## config.mk

```make
export PLATFORM = sky130hd
export DESIGN_NAME = line_point_rasterizer
export DESIGN_NICKNAME = d
export VERILOG_FILES = /design/src/rtl/lpr_pkg.sv /design/src/rtl/lpr_front.sv /design/src/rtl/lpr_queue.sv /design/src/rtl/lpr_walk.sv /design/src/rtl/line_point_rasterizer.sv
export SDC_FILE = /design/constraint.sdc
export NUM_CORES = 1
export LEC_CHECK = 0
export ABC_AREA = 1
export BUFFER_PORTS_ARGS = -buffer_cell sky130_fd_sc_hd__buf_2
export CAP_MARGIN = 40
export CORE_UTILIZATION = 45
export CTS_CLUSTER_DIAMETER = 50
export DETAILED_ROUTE_END_ITERATION = 16
export REMOVE_ABC_BUFFERS = 1
export SKIP_CTS_REPAIR_TIMING = 1
export SYNTH_ARGS = -nofsm -noshare
export SYNTH_HDL_FRONTEND = slang
export SYNTH_SLANG_ARGS = --single-unit
```

## constraint.sdc

```tcl
create_clock -name clock -period 6.6 [get_ports clock]
set_input_delay 0.66 -clock clock [delete_from_list [all_inputs] [get_ports clock]]
set_output_delay 0.66 -clock clock [all_outputs]
set_load 0.01 [all_outputs]
```

## src/rtl/lpr_pkg.sv

```systemverilog
// Shared types and constants of the line point rasterizer.
package lpr_pkg;

   localparam int FIELD_BITS = 6;
   localparam int LAYER_BITS = 4;

   localparam int CSR_ADDR_BITS = 3;
   localparam int CSR_DATA_BITS = 32;

   // Register index, taken from paddr[2].
   localparam logic REG_LAST_COLUMN = 1'b0;
   localparam logic REG_LAST_ROW    = 1'b1;

   localparam logic [FIELD_BITS-1:0] RESET_LAST_COLUMN = 6'd63;
   localparam logic [FIELD_BITS-1:0] RESET_LAST_ROW    = 6'd23;

   localparam int QUEUE_DEPTH = 2;

   typedef struct packed {
      logic [LAYER_BITS-1:0] layer_sel;
      logic [FIELD_BITS-1:0] start_col;
      logic [FIELD_BITS-1:0] start_row;
      logic [FIELD_BITS-1:0] end_col;
      logic [FIELD_BITS-1:0] end_row;
   } lpr_req_type;

   // One classified line: lower major endpoint, its minor coordinate and the deltas.
   typedef struct packed {
      logic [LAYER_BITS-1:0]      layer;
      logic                       xmajor;
      logic [FIELD_BITS-1:0]      maj0;
      logic [FIELD_BITS-1:0]      min0;
      logic [FIELD_BITS-1:0]      dmaj;
      logic signed [FIELD_BITS:0] dmin;
   } lpr_cmd_type;

   typedef struct packed {
      logic [FIELD_BITS-1:0] last_column;
      logic [FIELD_BITS-1:0] last_row;
   } lpr_clip_type;

endpackage

```

## src/rtl/lpr_front.sv

```systemverilog
// Front end: picks the major axis, orders the endpoints and forms the deltas.
module lpr_front #(
   parameter int COORD_BITS = 6
) (
   input  lpr_pkg::lpr_req_type req,
   output lpr_pkg::lpr_cmd_type cmd
);
   import lpr_pkg::*;

   localparam int C = COORD_BITS;

   logic [C-1:0]        c0, r0, c1, r1;
   logic signed [C:0]   dc, dr, neg_dc, neg_dr;
   logic [C-1:0]        adc, adr;
   logic                xmajor;
   logic [C-1:0]        a_maj, a_min, b_maj, b_min;
   logic                swap;
   logic [C-1:0]        maj0, min0, maj1, min1;
   logic [C-1:0]        dmaj;
   logic signed [C:0]   dmin;

   always_comb begin
      c0 = req.start_col[C-1:0];
      r0 = req.start_row[C-1:0];
      c1 = req.end_col[C-1:0];
      r1 = req.end_row[C-1:0];

      dc     = $signed({1'b0, c1}) - $signed({1'b0, c0});
      dr     = $signed({1'b0, r1}) - $signed({1'b0, r0});
      neg_dc = -dc;
      neg_dr = -dr;
      adc    = dc[C] ? neg_dc[C-1:0] : dc[C-1:0];
      adr    = dr[C] ? neg_dr[C-1:0] : dr[C-1:0];

      // equal deltas count as x-major
      xmajor = (adc >= adr);

      a_maj = xmajor ? c0 : r0;
      a_min = xmajor ? r0 : c0;
      b_maj = xmajor ? c1 : r1;
      b_min = xmajor ? r1 : c1;

      // walk always runs from the lower major coordinate upward
      swap = (a_maj > b_maj);
      maj0 = swap ? b_maj : a_maj;
      min0 = swap ? b_min : a_min;
      maj1 = swap ? a_maj : b_maj;
      min1 = swap ? a_min : b_min;

      dmaj = maj1 - maj0;
      dmin = $signed({1'b0, min1}) - $signed({1'b0, min0});

      cmd.layer  = req.layer_sel;
      cmd.xmajor = xmajor;
      cmd.maj0   = FIELD_BITS'(maj0);
      cmd.min0   = FIELD_BITS'(min0);
      cmd.dmaj   = FIELD_BITS'(dmaj);
      cmd.dmin   = (FIELD_BITS + 1)'(dmin);
   end

endmodule

```

## src/rtl/lpr_queue.sv

```systemverilog
// Short command queue between the front end and the point walker.
module lpr_queue (
   input  logic                 clock,
   input  logic                 reset,
   input  logic                 push,
   input  lpr_pkg::lpr_cmd_type push_data,
   output logic                 full,
   input  logic                 pop,
   output lpr_pkg::lpr_cmd_type pop_data,
   output logic                 nonempty
);
   import lpr_pkg::*;

   localparam int PTR_BITS = (QUEUE_DEPTH > 1) ? $clog2(QUEUE_DEPTH) : 1;
   localparam int CNT_BITS = $clog2(QUEUE_DEPTH + 1);

   lpr_cmd_type         slots_ff [QUEUE_DEPTH];
   logic [PTR_BITS-1:0] wr_ptr_ff, wr_ptr_in;
   logic [PTR_BITS-1:0] rd_ptr_ff, rd_ptr_in;
   logic [CNT_BITS-1:0] count_ff, count_in;
   logic                do_push, do_pop;

   always_comb begin
      full     = (count_ff == CNT_BITS'(QUEUE_DEPTH));
      nonempty = (count_ff != '0);
      pop_data = slots_ff[rd_ptr_ff];
      do_push  = push && !full;
      do_pop   = pop && nonempty;

      wr_ptr_in = wr_ptr_ff;
      rd_ptr_in = rd_ptr_ff;
      count_in  = count_ff;
      if (do_push) begin
         wr_ptr_in = (wr_ptr_ff == PTR_BITS'(QUEUE_DEPTH - 1)) ? '0 : wr_ptr_ff + 1'b1;
      end
      if (do_pop) begin
         rd_ptr_in = (rd_ptr_ff == PTR_BITS'(QUEUE_DEPTH - 1)) ? '0 : rd_ptr_ff + 1'b1;
      end
      if (do_push && !do_pop) begin
         count_in = count_ff + 1'b1;
      end else if (do_pop && !do_push) begin
         count_in = count_ff - 1'b1;
      end
   end

   always_ff @(posedge clock) begin
      if (reset) begin
         wr_ptr_ff <= '0;
         rd_ptr_ff <= '0;
         count_ff  <= '0;
      end else begin
         wr_ptr_ff <= wr_ptr_in;
         rd_ptr_ff <= rd_ptr_in;
         count_ff  <= count_in;
      end
   end

   always_ff @(posedge clock) begin
      if (do_push) begin
         slots_ff[wr_ptr_ff] <= push_data;
      end
   end

endmodule

```

## src/rtl/lpr_walk.sv

```systemverilog
// Back end: steps along the major axis and emits one registered point per cycle while the output register is free.
module lpr_walk #(
   parameter int COORD_BITS = 6
) (
   input  logic                                  clock,
   input  logic                                  reset,
   input  lpr_pkg::lpr_clip_type                 clip,
   input  logic                                  cmd_valid,
   input  lpr_pkg::lpr_cmd_type                  cmd,
   output logic                                  cmd_pop,
   output logic                                  pt_valid,
   input  logic                                  pt_ready,
   output logic [lpr_pkg::FIELD_BITS-1:0]        pt_col,
   output logic [lpr_pkg::FIELD_BITS-1:0]        pt_row,
   output logic                                  pt_on_screen,
   output logic [lpr_pkg::LAYER_BITS-1:0]        pt_layer,
   output logic                                  pt_last
);
   import lpr_pkg::*;

   localparam int C = COORD_BITS;

   // walker state
   logic                    active_ff, active_in;
   logic                    xmajor_ff, xmajor_in;
   logic [C-1:0]            maj_ff, maj_in;
   logic [C-1:0]            min_ff, min_in;
   logic [C-1:0]            cnt_ff, cnt_in;
   logic signed [C+2:0]     err_ff, err_in;
   logic signed [C+2:0]     dmin2_ff, dmin2_in;
   logic signed [C+2:0]     dmaj2_ff, dmaj2_in;
   logic [LAYER_BITS-1:0]   layer_ff, layer_in;

   // output stage
   logic                    out_valid_ff, out_valid_in;
   logic [FIELD_BITS-1:0]   out_col_ff, out_col_in;
   logic [FIELD_BITS-1:0]   out_row_ff, out_row_in;
   logic                    out_vis_ff, out_vis_in;
   logic [LAYER_BITS-1:0]   out_layer_ff, out_layer_in;
   logic                    out_last_ff, out_last_in;

   logic                    slot_free, emit;
   logic signed [C:0]       cmd_dmin;
   logic signed [C+2:0]     dmin_ext;
   logic signed [C+2:0]     err_step;
   logic [FIELD_BITS-1:0]   cur_col, cur_row;

   always_comb begin
      slot_free = !out_valid_ff || pt_ready;
      emit      = active_ff && slot_free;
      cmd_pop   = !active_ff && cmd_valid;

      cmd_dmin  = cmd.dmin[C:0];
      dmin_ext  = (C + 3)'(cmd_dmin);
      err_step  = err_ff + dmin2_ff;

      cur_col   = FIELD_BITS'(xmajor_ff ? maj_ff : min_ff);
      cur_row   = FIELD_BITS'(xmajor_ff ? min_ff : maj_ff);

      active_in = active_ff;
      xmajor_in = xmajor_ff;
      maj_in    = maj_ff;
      min_in    = min_ff;
      cnt_in    = cnt_ff;
      err_in    = err_ff;
      dmin2_in  = dmin2_ff;
      dmaj2_in  = dmaj2_ff;
      layer_in  = layer_ff;

      out_valid_in = out_valid_ff;
      out_col_in   = out_col_ff;
      out_row_in   = out_row_ff;
      out_vis_in   = out_vis_ff;
      out_layer_in = out_layer_ff;
      out_last_in  = out_last_ff;

      if (cmd_pop) begin
         // remainder starts at D, so the minor offset rounds half up
         active_in = 1'b1;
         xmajor_in = cmd.xmajor;
         maj_in    = cmd.maj0[C-1:0];
         min_in    = cmd.min0[C-1:0];
         cnt_in    = cmd.dmaj[C-1:0];
         err_in    = (C + 3)'(cmd.dmaj[C-1:0]);
         dmaj2_in  = (C + 3)'({cmd.dmaj[C-1:0], 1'b0});
         dmin2_in  = dmin_ext <<< 1;
         layer_in  = cmd.layer;
      end

      if (emit) begin
         out_valid_in = 1'b1;
         out_col_in   = cur_col;
         out_row_in   = cur_row;
         out_vis_in   = (cur_col <= clip.last_column) && (cur_row <= clip.last_row);
         out_layer_in = layer_ff;
         out_last_in  = (cnt_ff == '0);

         if (cnt_ff == '0) begin
            active_in = 1'b0;
         end else begin
            maj_in = maj_ff + 1'b1;
            cnt_in = cnt_ff - 1'b1;
            err_in = err_step;
            // one correction suffices since |2*dmin| <= 2*D
            if (!dmin2_ff[C+2]) begin
               if (err_step >= dmaj2_ff) begin
                  err_in = err_step - dmaj2_ff;
                  min_in = min_ff + 1'b1;
               end
            end else if (err_step[C+2]) begin
               err_in = err_step + dmaj2_ff;
               min_in = min_ff - 1'b1;
            end
         end
      end else if (pt_ready) begin
         out_valid_in = 1'b0;
      end

      pt_valid     = out_valid_ff;
      pt_col       = out_col_ff;
      pt_row       = out_row_ff;
      pt_on_screen = out_vis_ff;
      pt_layer     = out_layer_ff;
      pt_last      = out_last_ff;
   end

   always_ff @(posedge clock) begin
      if (reset) begin
         active_ff    <= 1'b0;
         out_valid_ff <= 1'b0;
      end else begin
         active_ff    <= active_in;
         out_valid_ff <= out_valid_in;
      end
   end

   always_ff @(posedge clock) begin
      xmajor_ff    <= xmajor_in;
      maj_ff       <= maj_in;
      min_ff       <= min_in;
      cnt_ff       <= cnt_in;
      err_ff       <= err_in;
      dmin2_ff     <= dmin2_in;
      dmaj2_ff     <= dmaj2_in;
      layer_ff     <= layer_in;
      out_col_ff   <= out_col_in;
      out_row_ff   <= out_row_in;
      out_vis_ff   <= out_vis_in;
      out_layer_ff <= out_layer_in;
      out_last_ff  <= out_last_in;
   end

endmodule

```

## src/rtl/line_point_rasterizer.sv

```systemverilog
// Top level of the DDA line point rasterizer with its clip register port.
//
// Usage: each transfer on the req_ stream carries one line (two endpoints and
// a layer number). The block answers on the rsp_ stream with every grid point
// of that line, one transfer per major-axis step, from the lower to the higher
// major coordinate; rsp_tlast marks the final point and rsp_tuser flags points
// inside the clip window set through the APB-style port (last_column at 0x0,
// last_row at 0x4).
// Flow: a line accepted into an idle block passes through the command queue
// and is loaded into the point walker; its points leave from the output
// register. After the load the walker emits one point per cycle while the
// output register drains, and it takes no new line until the current one ends.
// A two-entry command queue lets the input side take further lines while the walker is busy.
// Reset clears the queue, the walker and the output register and loads the
// clip bounds with 63 and 23. When the receiver holds rsp_tready low, the
// current point is held in the output register, the walker stops, and req_tready
// drops once the queue is full.
module line_point_rasterizer #(
   parameter int COORD_BITS = 6
) (
   input  logic                               clock,
   input  logic                               reset,
   // input stream
   input  logic                               req_tvalid,
   output logic                               req_tready,
   // [3:0] layer_sel, [9:4] start_col, [15:10] start_row,
   // [21:16] end_col, [27:22] end_row, [31:28] zero
   input  logic [31:0]                        req_tdata,
   // result stream
   output logic                               rsp_tvalid,
   input  logic                               rsp_tready,
   // [5:0] point_col, [11:6] point_row, [15:12] layer_out
   output logic [15:0]                        rsp_tdata,
   // [0] on_screen
   output logic                               rsp_tuser,
   output logic                               rsp_tlast,
   // register port
   input  logic                               psel,
   input  logic                               penable,
   input  logic                               pwrite,
   input  logic [lpr_pkg::CSR_ADDR_BITS-1:0]  paddr,
   input  logic [lpr_pkg::CSR_DATA_BITS-1:0]  pwdata,
   output logic [lpr_pkg::CSR_DATA_BITS-1:0]  prdata,
   output logic                               pready
);
   import lpr_pkg::*;

   // clip bounds
   logic [FIELD_BITS-1:0] last_column_ff, last_column_in;
   logic [FIELD_BITS-1:0] last_row_ff, last_row_in;
   logic                  csr_write;
   logic                  csr_index;
   lpr_clip_type          clip;

   lpr_req_type           req;
   lpr_cmd_type           front_cmd, queue_cmd;
   logic                  queue_full, queue_nonempty, queue_pop;

   logic [FIELD_BITS-1:0] pt_col, pt_row;
   logic [LAYER_BITS-1:0] pt_layer;
   logic                  pt_on_screen;

   // Register port: write in the access phase, reads return the live value.
   always_comb begin
      pready    = 1'b1;
      csr_write = psel && penable && pwrite && pready;
      csr_index = paddr[2];

      last_column_in = last_column_ff;
      last_row_in    = last_row_ff;
      prdata         = '0;
      case (csr_index)
         REG_LAST_COLUMN: begin
            prdata = CSR_DATA_BITS'(last_column_ff);
            if (csr_write) begin
               last_column_in = pwdata[FIELD_BITS-1:0];
            end
         end
         REG_LAST_ROW: begin
            prdata = CSR_DATA_BITS'(last_row_ff);
            if (csr_write) begin
               last_row_in = pwdata[FIELD_BITS-1:0];
            end
         end
         default: begin
            prdata = '0;
         end
      endcase

      clip.last_column = last_column_ff;
      clip.last_row    = last_row_ff;
   end

   always_ff @(posedge clock) begin
      if (reset) begin
         last_column_ff <= RESET_LAST_COLUMN;
         last_row_ff    <= RESET_LAST_ROW;
      end else begin
         last_column_ff <= last_column_in;
         last_row_ff    <= last_row_in;
      end
   end

   // Unpack the input transfer.
   always_comb begin
      req.layer_sel = req_tdata[3:0];
      req.start_col = req_tdata[9:4];
      req.start_row = req_tdata[15:10];
      req.end_col   = req_tdata[21:16];
      req.end_row   = req_tdata[27:22];
      req_tready    = !queue_full;
   end

   lpr_front #(
      .COORD_BITS (COORD_BITS)
   ) u_front (
      .req (req),
      .cmd (front_cmd)
   );

   lpr_queue u_queue (
      .clock     (clock),
      .reset     (reset),
      .push      (req_tvalid),
      .push_data (front_cmd),
      .full      (queue_full),
      .pop       (queue_pop),
      .pop_data  (queue_cmd),
      .nonempty  (queue_nonempty)
   );

   lpr_walk #(
      .COORD_BITS (COORD_BITS)
   ) u_walk (
      .clock        (clock),
      .reset        (reset),
      .clip         (clip),
      .cmd_valid    (queue_nonempty),
      .cmd          (queue_cmd),
      .cmd_pop      (queue_pop),
      .pt_valid     (rsp_tvalid),
      .pt_ready     (rsp_tready),
      .pt_col       (pt_col),
      .pt_row       (pt_row),
      .pt_on_screen (pt_on_screen),
      .pt_layer     (pt_layer),
      .pt_last      (rsp_tlast)
   );

   // Pack the result transfer.
   always_comb begin
      rsp_tdata = {pt_layer, pt_row, pt_col};
      rsp_tuser = pt_on_screen;
   end

endmodule

```

==> results.md <==
- First drt pass iteration count: 5
- FF-to-FF setup slack: 2.70 ns
- DPL Wire Length: 14,300 um
- DRT antenna net count: 0
- Root buf cell: clkbuf_16
- MaxCap Viol Count: 0
- Max incr delay on CP: 0.40 ns
- First-pass GRT wire length: 32,000 um
- Starting Density: 45.8%
- Clk_lat worst skew: 0.43 ns
- Period utilization: 92.3%
- Max-slew violations: 0
- WL final: 19,200 um
- Synth Register Bits: 142
- Diodes inserted: 0
- Vias in the first global route: 6,626
- Post-synth EDFFs: 97
- Gpl congestion: 0.838
- Non-Filler Instances: 1,433
- Met3 usage: 2.95%
- TritonCTS clock tree: built
- Largest net degree at the start of global routing: 37
- Yosys top cell by area: edfxtp_1
- Status: finished clean
- Setup TNS: 0 ns
- Top post-synthesis cells by area: edfxtp_1 (31%), dfxtp_1 (9.7%), ha_1 (9.3%)
- Post-layout net count: 1,299
- Placed insts: 1,401
- CTS max path bufs: 2
- Initial antenna violation count: 0
- Layout area overhead: 12.3%
- Clk_skew: 0.00974 ns
- Slew Limit Headroom: 51.6%
- Fraction of layout cells with a size suffix above 1: 14.6%
- Final setup fails: 0
- H-tree Lvls: 4
- Overall global routing resource usage: 18.9%
- Fmax achieved: 164 MHz
- Syn_area_per_cell: 8.53 um^2
- Die height: 146 um
- Fin crit period: 6.09 ns
- Crit Path Class: primary input to register
- Core area: 0.0202 mm^2
- Top FF cell, synth: edfxtp_1
- Post-Syn Area: 0.00927 mm^2
- HP Class: primary input to register
- Worst setup EP type: register
- Seq/Total Area, Yosys: 41.2%
- Gr ovfl total: 0
- Routed len/inst: 13.4 um
- WP data required: 6.77 ns
- GRT met2 Usage: 32.3%
- Die width: 146 um
- Post-route core utilization: 51.4%
- DR iter-0 viols: 377
- Post-synth ARST share: 0%
- Yosys warnings: 0
- Vias: 7,029
- Top Usage Layer GRT: met2
- CTS Buf Count: 17
- Cell Rows: 52
- Synth top area share: 31.4%
- Buffers on Ports: 67
- # clock sinks: 142
- CP max FO: 34
- I/O pins: 127
- Final Hold Viols: 0
- CP arrival: 6.26 ns
- Unrepaired setup endpoints after global routing: false
- DR vias/cell: 4.91
- Crit-path most repeated cell: nand2_1
- Worst path slowest cell: fa_1
- Least-Margin Pin Slew: 0.726 ns
- Setup crit start kind: primary input
- Clk slew on worst S/H paths: 0.07 ns
- Met1 Resource Use GR: 24.5%
- Synth Instances: 1,087
- DR DRC count: 0
- Synth unique cells: 51
- Die footprint: 0.0212 mm^2
layout make-up:
type | instances | area (um^2)
clock buffers | 17 | 425
clock inverters | 15 | 188
fillers | 1903 | 9830
inverters | 164 | 616
multi-input cells | 745 | 4570
flip-flops and latches | 142 | 3810
well taps | 270 | 338
repair buffers | 80 | 453
routing by layer:
metal  wire [um]  vias to the layer above
met4         206                        0
met1        9260                     3199
met2        9110                      121
met5           0                        -
met3         572                       15
li1            -                     3694
cells in the mapped netlist (all sizes together), types with 4 or more instances:
library cell and count:
nor2 39, fa 6, nand4 5, dfxtp 45, mux2 26, edfxtp 97, a21boi 6, a21oi 66
o211ai 4, o21bai 8, nand3 77, clkbuf 18, buf 43, xor2 33, xnor2 13, nand3b 6
nand2 231, nor3 6, o31ai 4, ha 69, inv 163, o21ai 99
critical path: cells and delay by family:
| family | cells | cell delay, ns |
|---|---|---|
| simple gates | 11 | 1.03 |
| buf+inv | 6 | 0.58 |
| compound gates | 9 | 1.64 |
| fa+ha+maj | 6 | 1.91 |
| xor+xnor | 2 | 0.41 |
flip-flops by register name, summed over array words and instances, names as in the netlist, 2 cells and up, named ones only:
| register | count |
|---|---|
| last_column_ff | 6 |
| last_row_ff | 6 |
| u_queue.count_ff | 2 |
| u_queue.slots_ff | 60 |
| u_walk.cnt_ff | 6 |
| u_walk.dmaj2_ff | 6 |
| u_walk.dmin2_ff | 7 |
| u_walk.err_ff | 9 |
| u_walk.layer_ff | 4 |
| u_walk.maj_ff | 6 |
| u_walk.min_ff | 6 |
| u_walk.pt_col | 6 |
| u_walk.pt_layer | 4 |
| u_walk.pt_row | 6 |
metrics by stage:
stage / hold WS [ns] / instance area, um^2 / worst slack [ns]
after CTS: 0.404 / 10400 / 0.458
after floorplan: 0.400 / 8980 / 0.660
final: 0.418 / 10400 / 0.509
after global placement: 0.401 / 9760 / 0.103
after detailed placement: 0.407 / 9790 / 0.0316
after global routing: 0.405 / 10400 / 0.0291
layout by cell type (no fill, tap or decap), types with 4 or more instances in the layout:
cell	synthesis	layout
a21oi_1	62	62
buf_2	9	67
buf_4	27	12
clkbuf_16	0	17
conb_1	2	27
dfxtp_1	45	45
edfxtp_1	97	97
fa_1	6	6
ha_1	69	69
inv_1	162	162
inv_6	0	6
inv_8	0	5
mux2_2	26	26
nand2_1	220	220
nand2_2	6	6
nand2_4	5	4
nand3_1	74	74
nand3b_1	6	6
nand4_1	5	5
nor2_1	39	37
nor3_1	6	6
o21ai_0	86	82
o21ai_1	9	13
o21ai_2	4	4
o21bai_1	7	7
o31ai_1	4	4
xnor2_1	12	12
xor2_1	33	33
cell families after synthesis:
group / Yosys count / synth area share, %
adder cells (fa/ha/maj): 75 / 10.6
buffers and inverters: 225 / 10.7
flip-flops: 142 / 41.2
AND/OR/NAND/NOR: 371 / 17.5
AO/OA/AOI/OAI: 197 / 12.0
multiplexers: 29 / 3.48
other: 2 / 0.0810
XOR/XNOR: 46 / 4.43
worst paths after layout:
path / from / endpoint / depth (start not counted)
worst max-delay path: req_tdata[4] / u_queue.slots_ff[0][6] / 34
worst min-delay path: req_tdata[3] / u_queue.slots_ff[1][29] / 1
worst max register to register: u_walk.dmin2_ff[1] / u_walk.err_ff[6] / 17
worst min register to register: u_walk.layer_ff[1] / u_walk.pt_layer[1] / 0
Power is not shown: default switching activity piles up to over one toggle a cycle in this logic, so the estimate is an artifact.
